File: src/hdl/slcr_pkg.sv
// Package of the serial line command recognizer: command and status codes,
// command texts and lengths, character constants and matching helpers.
// Depends on nothing; imported by serial_line_command_recognizer.
`default_nettype none

package slcr_pkg;

  // line length at which any further byte overflows the line, and the width of the character count
  localparam int unsigned LINE_MAX     = 256;
  localparam int unsigned CNT_W        = $clog2(LINE_MAX + 1);
  localparam int unsigned CMD_COUNT    = 5;
  localparam int unsigned CMD_TEXT_LEN = 10;
  localparam int unsigned CMD_POS_W    = $clog2(CMD_TEXT_LEN);
  localparam int unsigned CMD_LEN_W    = $clog2(CMD_TEXT_LEN + 1);

  // character codes
  localparam logic [7:0] CHAR_LF     = 8'h0A;
  localparam logic [7:0] CHAR_CR     = 8'h0D;
  localparam logic [7:0] CHAR_HASH   = 8'h23;
  localparam logic [7:0] CHAR_SLASH  = 8'h2F;
  localparam logic [7:0] CHAR_LOWER_A = 8'h61;
  localparam logic [7:0] CHAR_LOWER_Z = 8'h7A;
  localparam logic [7:0] CASE_OFFSET = 8'd32;

  localparam logic [CMD_COUNT-1:0] ALL_CANDIDATES = '1;

  typedef enum logic [2:0] {
    CMD_HELP    = 3'd0,
    CMD_LED_ON  = 3'd1,
    CMD_LED_OFF = 3'd2,
    CMD_TOGGLE  = 3'd3,
    CMD_STATUS  = 3'd4,
    CMD_NONE    = 3'd5
  } cmd_e;

  typedef enum logic [1:0] {
    ST_OK       = 2'd0,
    ST_COMMENT  = 2'd1,
    ST_UNKNOWN  = 2'd2,
    ST_OVERFLOW = 2'd3
  } status_e;

  // command texts, padded with zero past their length
  localparam logic [7:0] CMD_TEXT [CMD_COUNT][CMD_TEXT_LEN] = '{
    '{8'h48, 8'h45, 8'h4C, 8'h50, 8'h00, 8'h00, 8'h00, 8'h00, 8'h00, 8'h00},
    '{8'h4C, 8'h45, 8'h44, 8'h20, 8'h4F, 8'h4E, 8'h00, 8'h00, 8'h00, 8'h00},
    '{8'h4C, 8'h45, 8'h44, 8'h20, 8'h4F, 8'h46, 8'h46, 8'h00, 8'h00, 8'h00},
    '{8'h4C, 8'h45, 8'h44, 8'h20, 8'h54, 8'h4F, 8'h47, 8'h47, 8'h4C, 8'h45},
    '{8'h53, 8'h54, 8'h41, 8'h54, 8'h55, 8'h53, 8'h00, 8'h00, 8'h00, 8'h00}
  };

  localparam logic [CMD_LEN_W-1:0] CMD_LEN [CMD_COUNT] = '{
    CMD_LEN_W'(4), CMD_LEN_W'(6), CMD_LEN_W'(7), CMD_LEN_W'(10), CMD_LEN_W'(6)
  };

  // carriage return or line feed
  function automatic logic is_terminator(input logic [7:0] b);
    return (b == CHAR_LF) || (b == CHAR_CR);
  endfunction

  // fold a..z to upper case
  function automatic logic [7:0] fold_upper(input logic [7:0] b);
    if ((b >= CHAR_LOWER_A) && (b <= CHAR_LOWER_Z)) begin
      return b - CASE_OFFSET;
    end
    return b;
  endfunction

  // candidates whose character at position pos equals the folded byte
  function automatic logic [CMD_COUNT-1:0] char_hits(input logic [CNT_W-1:0] pos,
                                                     input logic [7:0]       b);
    logic [7:0]           u;
    logic [CMD_POS_W-1:0] idx;
    logic                 in_text;
    logic [CMD_COUNT-1:0] hits;
    u       = fold_upper(b);
    in_text = (pos < CNT_W'(CMD_TEXT_LEN));
    idx     = in_text ? pos[CMD_POS_W-1:0] : '0;
    for (int k = 0; k < CMD_COUNT; k++) begin
      hits[k] = in_text && (pos < CNT_W'(CMD_LEN[k])) && (CMD_TEXT[k][idx] == u);
    end
    return hits;
  endfunction

endpackage

`default_nettype wire

File: src/hdl/serial_line_command_recognizer.sv
// Serial line command recognizer: byte-wise line matcher with LED state and
// a one-entry result register. Depends on slcr_pkg.
`default_nettype none

// Usage
//   rx channel (rx_valid_i / rx_ready_o / rx_byte_i) takes one received byte
//   per request. A line is ended by CR or LF; CR and LF between lines are
//   dropped. The cmd channel (cmd_valid_o / cmd_ready_i) gives one request
//   per finished line: command_o, line_status_o and led_level_o.
// Latency and throughput
//   one byte per cycle while no result waits with cmd_ready_i low; the result
//   of a line is valid in the cycle after its terminator (or its overflowing
//   byte) is taken. All matching is done in the cycle a byte is taken,
//   between the byte port and the state and result registers.
// Reset
//   rst_ni clears to idle with no pending result and the LED off.
// Stall
//   a result waits in the output register; while it waits with cmd_ready_i
//   low, rx_ready_o is low for every byte, so no byte is taken until the
//   pending result is taken (a byte can be taken in that same cycle).
module serial_line_command_recognizer
  import slcr_pkg::*;
(
  input  wire logic       clk_i,
  input  wire logic       rst_ni,
  input  wire logic       rx_valid_i,
  output logic            rx_ready_o,
  input  wire logic [7:0] rx_byte_i,
  output logic            cmd_valid_o,
  input  wire logic       cmd_ready_i,
  output logic [2:0]      command_o,
  output logic [1:0]      line_status_o,
  output logic            led_level_o
);

  logic                 in_line_q, in_line_d;
  logic [CNT_W-1:0]     count_q, count_d;
  logic [CMD_COUNT-1:0] mask_q, mask_d;
  logic                 comment_q, comment_d;
  logic                 slash_q, slash_d;
  logic                 led_q, led_d;
  logic                 out_valid_q, out_valid_d;
  cmd_e                 out_cmd_q, out_cmd_d;
  status_e              out_st_q, out_st_d;
  logic                 out_led_q;

  logic                 accept;
  logic                 emit;
  logic                 term;
  logic [CMD_COUNT-1:0] len_hit;
  logic [CMD_COUNT-1:0] full_hit;
  logic                 any_hit;
  cmd_e                 hit_cmd;

  // byte is taken while the result register is free or being drained
  assign rx_ready_o = !out_valid_q || cmd_ready_i;
  assign accept     = rx_valid_i && rx_ready_o;
  assign term       = is_terminator(rx_byte_i);

  // candidates whose length equals the line length, lowest code wins
  always_comb begin
    hit_cmd = CMD_NONE;
    for (int k = 0; k < CMD_COUNT; k++) begin
      len_hit[k] = (count_q == CNT_W'(CMD_LEN[k]));
    end
    full_hit = mask_q & len_hit;
    any_hit  = |full_hit;
    for (int k = CMD_COUNT - 1; k >= 0; k--) begin
      if (full_hit[k]) begin
        hit_cmd = cmd_e'(3'(k));
      end
    end
  end

  // line state and result selection
  always_comb begin
    in_line_d = in_line_q;
    count_d   = count_q;
    mask_d    = mask_q;
    comment_d = comment_q;
    slash_d   = slash_q;
    led_d     = led_q;
    emit      = 1'b0;
    out_cmd_d = CMD_NONE;
    out_st_d  = ST_OK;
    if (accept) begin
      if (!in_line_q) begin
        if (!term) begin
          in_line_d = 1'b1;
          mask_d    = char_hits('0, rx_byte_i);
          comment_d = (rx_byte_i == CHAR_HASH);
          slash_d   = (rx_byte_i == CHAR_SLASH);
          count_d   = CNT_W'(1);
        end
      end else if ((count_q >= CNT_W'(LINE_MAX)) || term) begin
        emit = 1'b1;
        if (count_q >= CNT_W'(LINE_MAX)) begin
          out_st_d = ST_OVERFLOW;
        end else if (comment_q) begin
          out_st_d = ST_COMMENT;
        end else if (any_hit) begin
          out_cmd_d = hit_cmd;
          unique case (hit_cmd)
            CMD_LED_ON:  led_d = 1'b1;
            CMD_LED_OFF: led_d = 1'b0;
            CMD_TOGGLE:  led_d = !led_q;
            default:     led_d = led_q;
          endcase
        end else begin
          out_st_d = ST_UNKNOWN;
        end
        // back to idle
        in_line_d = 1'b0;
        count_d   = '0;
        mask_d    = ALL_CANDIDATES;
        comment_d = 1'b0;
        slash_d   = 1'b0;
      end else begin
        if ((count_q == CNT_W'(1)) && slash_q && (rx_byte_i == CHAR_SLASH)) begin
          comment_d = 1'b1;
        end
        mask_d  = mask_q & char_hits(count_q, rx_byte_i);
        count_d = count_q + CNT_W'(1);
      end
    end
  end

  // result register valid
  always_comb begin
    if (emit) begin
      out_valid_d = 1'b1;
    end else if (cmd_ready_i) begin
      out_valid_d = 1'b0;
    end else begin
      out_valid_d = out_valid_q;
    end
  end

  // control state
  always_ff @(posedge clk_i or negedge rst_ni) begin
    if (!rst_ni) begin
      in_line_q   <= 1'b0;
      count_q     <= '0;
      mask_q      <= ALL_CANDIDATES;
      comment_q   <= 1'b0;
      slash_q     <= 1'b0;
      led_q       <= 1'b0;
      out_valid_q <= 1'b0;
    end else begin
      in_line_q   <= in_line_d;
      count_q     <= count_d;
      mask_q      <= mask_d;
      comment_q   <= comment_d;
      slash_q     <= slash_d;
      led_q       <= led_d;
      out_valid_q <= out_valid_d;
    end
  end

  // result payload
  always_ff @(posedge clk_i) begin
    if (emit) begin
      out_cmd_q <= out_cmd_d;
      out_st_q  <= out_st_d;
      out_led_q <= led_d;
    end
  end

  assign cmd_valid_o   = out_valid_q;
  assign command_o     = out_cmd_q;
  assign line_status_o = out_st_q;
  assign led_level_o   = out_led_q;

endmodule

`default_nettype wire

File: config.mk
export PLATFORM = sky130hd
export DESIGN_NAME = serial_line_command_recognizer
export DESIGN_NICKNAME = d
export VERILOG_FILES = /design/src/hdl/slcr_pkg.sv /design/src/hdl/serial_line_command_recognizer.sv
export SDC_FILE = /design/constraint.sdc
export NUM_CORES = 1
export LEC_CHECK = 0
export BUFFER_PORTS_ARGS = -buffer_cell sky130_fd_sc_hd__buf_2
export CELL_PAD_IN_SITES_DETAIL_PLACEMENT = 1
export CELL_PAD_IN_SITES_GLOBAL_PLACEMENT = 1
export CORE_ASPECT_RATIO = 0.7
export CORE_MARGIN = 8
export CORE_UTILIZATION = 40
export CTS_CLUSTER_SIZE = 24
export DETAILED_ROUTE_END_ITERATION = 16
export PLACE_DENSITY = 0.82
export SKIP_CTS_REPAIR_TIMING = 1
export SLEW_MARGIN = 0
export SYNTH_ARGS = -nofsm -noshare
export SYNTH_HDL_FRONTEND = slang
export SYNTH_SLANG_ARGS = --single-unit
File: constraint.sdc
create_clock -name clk_i -period 3.1 [get_ports clk_i]
set_clock_uncertainty 0.1 [all_clocks]
set_input_delay 0.465 -clock clk_i [delete_from_list [all_inputs] [get_ports clk_i]]
set_output_delay 0.465 -clock clk_i [all_outputs]
set_load 0.02 [all_outputs]
==> flow_summary_export.csv <==
group,metric,value,unit
placement,dp.cells,387,
critical_path,reg2reg_from,"count_q[5]$_DFFE_PN0P_",
critical_path,crit_type,"reg2reg",
yosys,synth-edff-count,6,
critical_path,r2r_setup_slack,0.19,ns
timing,setup_viol,0,
layout,n_fill_cell,737,
layout,finalNetCount,341,
floorplan,die_h,80.6,um
critical_path,path_buf_inv,2,
yosys,synth-main-ff-cell,"dfrtp_1",
critical_path,cp_data_arrival_time,2.99,ns
clock_network,clockRootBuffer,"clkbuf_8",
global_routing,grt_pass1_wl,13400,um
clock_network,cts_tree,"done",
timing,setup_ws,0.188,ns
yosys,synth_area,2390,sq um
route,first_iter_violations,147,
yosys,synth_common_cells,"nand2_1, o21ai_0, nor2_1, clkbuf_1, a21oi_1",
timing,tns,0,ns
layout,antennaDiodeCount,0,
route,wirelength,8240,um
layout,drive_above_1_share,20.4,%
critical_path,cp_cell_sequence,"or4_4 -> a211oi_1 -> buf_4 -> nand2_1 -> inv_2 -> ha_1 -> o21ai_0 -> nand2_1 -> xnor2_1 -> nand3_1 -> o31ai_1",
timing,maxSlewHeadroom,58.8,%
global_routing,grt_overflow,0,
critical_path,r2r_cells,11,
yosys,synth_cell_types,60,
yosys,async_reset_ff_share,76.0,%
power_and_ir_drop,powerDensity,508,nW/um^2
yosys,synth-seq-area-share,27.7,%
worst_hold_path,hold_path_class,"in2async",
yosys,synth_warnings,0,
global_routing,antenna_found_initial,0,
power_and_ir_drop,power.leakage,1.10,nW
layout,final_util,46.5,%
floorplan,die_area,8730,sq um
critical_path,cp_slowest_stage_delay,0.55,ns
route,routedWlPerCell,21.0,um
floorplan,ios,20,
critical_path,cp_top_family,"simple AND/OR/NAND/NOR gates",
yosys,syn_area_per_cell,8.01,sq um
floorplan,die_w,108,um
status,outcome,"finished clean",
route,first_pass_iters,5,
critical_path,reg2reg_to,"mask_q[1]$_DFFE_PN1P_",
power_and_ir_drop,vdd_ir_drop_max,0.170,mV
route,drc_errors,0,
clock_network,cts_made_buffers,3,
critical_path,required,3.18,ns
timing,fin_crit_sh,93.9,%
clock_network,clock_path_buffers,2,
placement,io_buffers,19,
critical_path,crit_slowest_cell,"or4_4",
floorplan,design.core.area,5760,sq um
yosys,synth-seq-cells,25,
timing,drv_slew,0,
yosys,synth_fp_nets,320,
yosys,synth_top_area_share,14.7,%
yosys,yosys.area.top_type,"dfrtp_1",
timing,finalHoldViolations,0,
placement,dp_hpwl,6410,um
critical_path,cp_max_fo,5,
global_routing,grt_max_degree,24,
yosys,synth.area.top_cells,"dfrtp_1, edfxtp_1, dfstp_2, ha_1, o21ai_0",
yosys,yosysMostFrequentCell,"nand2_1",
global_routing,track_usage,19.4,%
yosys,netlist_instances,298,
layout,fin_cells,393,
timing,min_period,2.91,ns
timing,rsz0062_at_grt,"false",
clock_network,clk_latency,0.27,ns
run,cap_violations,0,
critical_path,path_common_cell,"nand2_1",
global_routing,grt_pass1_vias,2355,
layout,syn_to_final_growth,12.3,%
power_and_ir_drop,power.total,1.36,mW
placement,dpl_cell_area,2610,sq um
timing,tightest_slew,0.613,ns
placement,dpl_worst_slack,0.170,ns
route,num_vias,2457,
critical_path,crit_path_start_kind,"flip-flop",
critical_path,end_kind,"flip-flop",
route,ant_nets,0,
route,viasPerCell,6.25,
layout,stdcell_area,2680,sq um
floorplan,placementRows,23,
timing,whs,0.0350,ns
floorplan,initial_core_util,41.5,%
timing,fmax,343,MHz
clock_network,clock_sinks,25,
placement,place_congestion,0.916,
clock_network,clkTransAtPathRegs,0.09,ns
clock_network,htreeDepth,1,
[kinds of logic (layout without fill, tap and decap cells)]
logic type | Yosys count | in the layout | share of synthesized area, %
simple gates | 128 | 128 | 29.3
flops | 25 | 25 | 27.7
fa+ha+maj | 10 | 10 | 5.24
mux | 6 | 6 | 2.62
buf+inv | 33 | 53 | 5.77
compound gates | 84 | 84 | 25.0
xor+xnor | 12 | 12 | 4.40
[worst reg2reg max path: cells and delay by family (launching register included)]
kind,cells,cell delay (ns)
AOI/OAI and AO/OA,3,0.61
xor gates and xnor gates,1,0.19
adders and majority gates,1,0.27
buffers and inverters,2,0.30
DFF,1,0.43
and+or+nand+nor,4,0.92
[layer usage]
metal	global-route usage, %	part of all wire, %
met2	27.8	43
met3	2.72	7.4
met4	1.90	0.46
met5	0	0
met1	30.2	50
[power breakdown]
part           switching (mW)  internal (mW)
Clock                   0.109         0.0922
Sequential             0.0361          0.363
Combinational           0.469          0.292
Total                   0.615          0.747
[layout by cell type, fill, tap and decap left out, drive strengths merged, types with 4 or more instances in the layout]
| cell | synthesis | layout |
|---|---|---|
| edfxtp | 6 | 6 |
| ha | 10 | 10 |
| inv | 11 | 11 |
| a21oi | 15 | 15 |
| a211oi | 4 | 4 |
| nand2b | 5 | 5 |
| o22ai | 4 | 4 |
| buf | 6 | 38 |
| and3 | 6 | 6 |
| nand3 | 12 | 12 |
| and2 | 5 | 5 |
| xnor2 | 7 | 7 |
| nor3 | 9 | 9 |
| or2 | 4 | 4 |
| nand4 | 9 | 9 |
| nor2 | 22 | 22 |
| clkbuf | 16 | 4 |
| o21ai | 27 | 27 |
| nor2b | 5 | 5 |
| xor2 | 5 | 5 |
| dfrtp | 14 | 14 |
| o31ai | 5 | 5 |
| o21a | 4 | 4 |
| nor3b | 4 | 4 |
| nand2 | 28 | 28 |
| dfstp | 5 | 5 |
| nand4b | 4 | 4 |
| mux2i | 4 | 4 |
[layout make-up]
class,count,area (sq um),share of cell area [%]
timing repair buffer,38,238,8.87
clock buffer,4,45.0,1.68
sequential,25,662,24.7
tap,75,93.8,3.50
multi-input combinational,240,1600,59.7
inverter,11,41.3,1.54
[state kept, by name (all words and copies together), names as in the netlist]
signal         flops
comment_q          1
line_status_o      2
slash_q            1
cmd_valid_o        1
command_o          3
led_q              1
count_q            9
in_line_q          1
mask_q             5
led_level_o        1
[worst max-delay path by stage]
| stage | from | to | depth (start not counted) |
|---|---|---|---|
| after floorplan | count_q[5]$_DFFE_PN0P_ | mask_q[0]$_DFFE_PN1P_ | 11 |
| final | count_q[5]$_DFFE_PN0P_ | mask_q[1]$_DFFE_PN1P_ | 11 |
| after global routing | count_q[5]$_DFFE_PN0P_ | mask_q[2]$_DFFE_PN1P_ | 11 |
| after detailed placement | count_q[5]$_DFFE_PN0P_ | mask_q[0]$_DFFE_PN1P_ | 11 |
| after CTS | count_q[5]$_DFFE_PN0P_ | mask_q[0]$_DFFE_PN1P_ | 11 |
| after global placement | count_q[5]$_DFFE_PN0P_ | mask_q[0]$_DFFE_PN1P_ | 11 |
(Power assumes the default switching activity.)
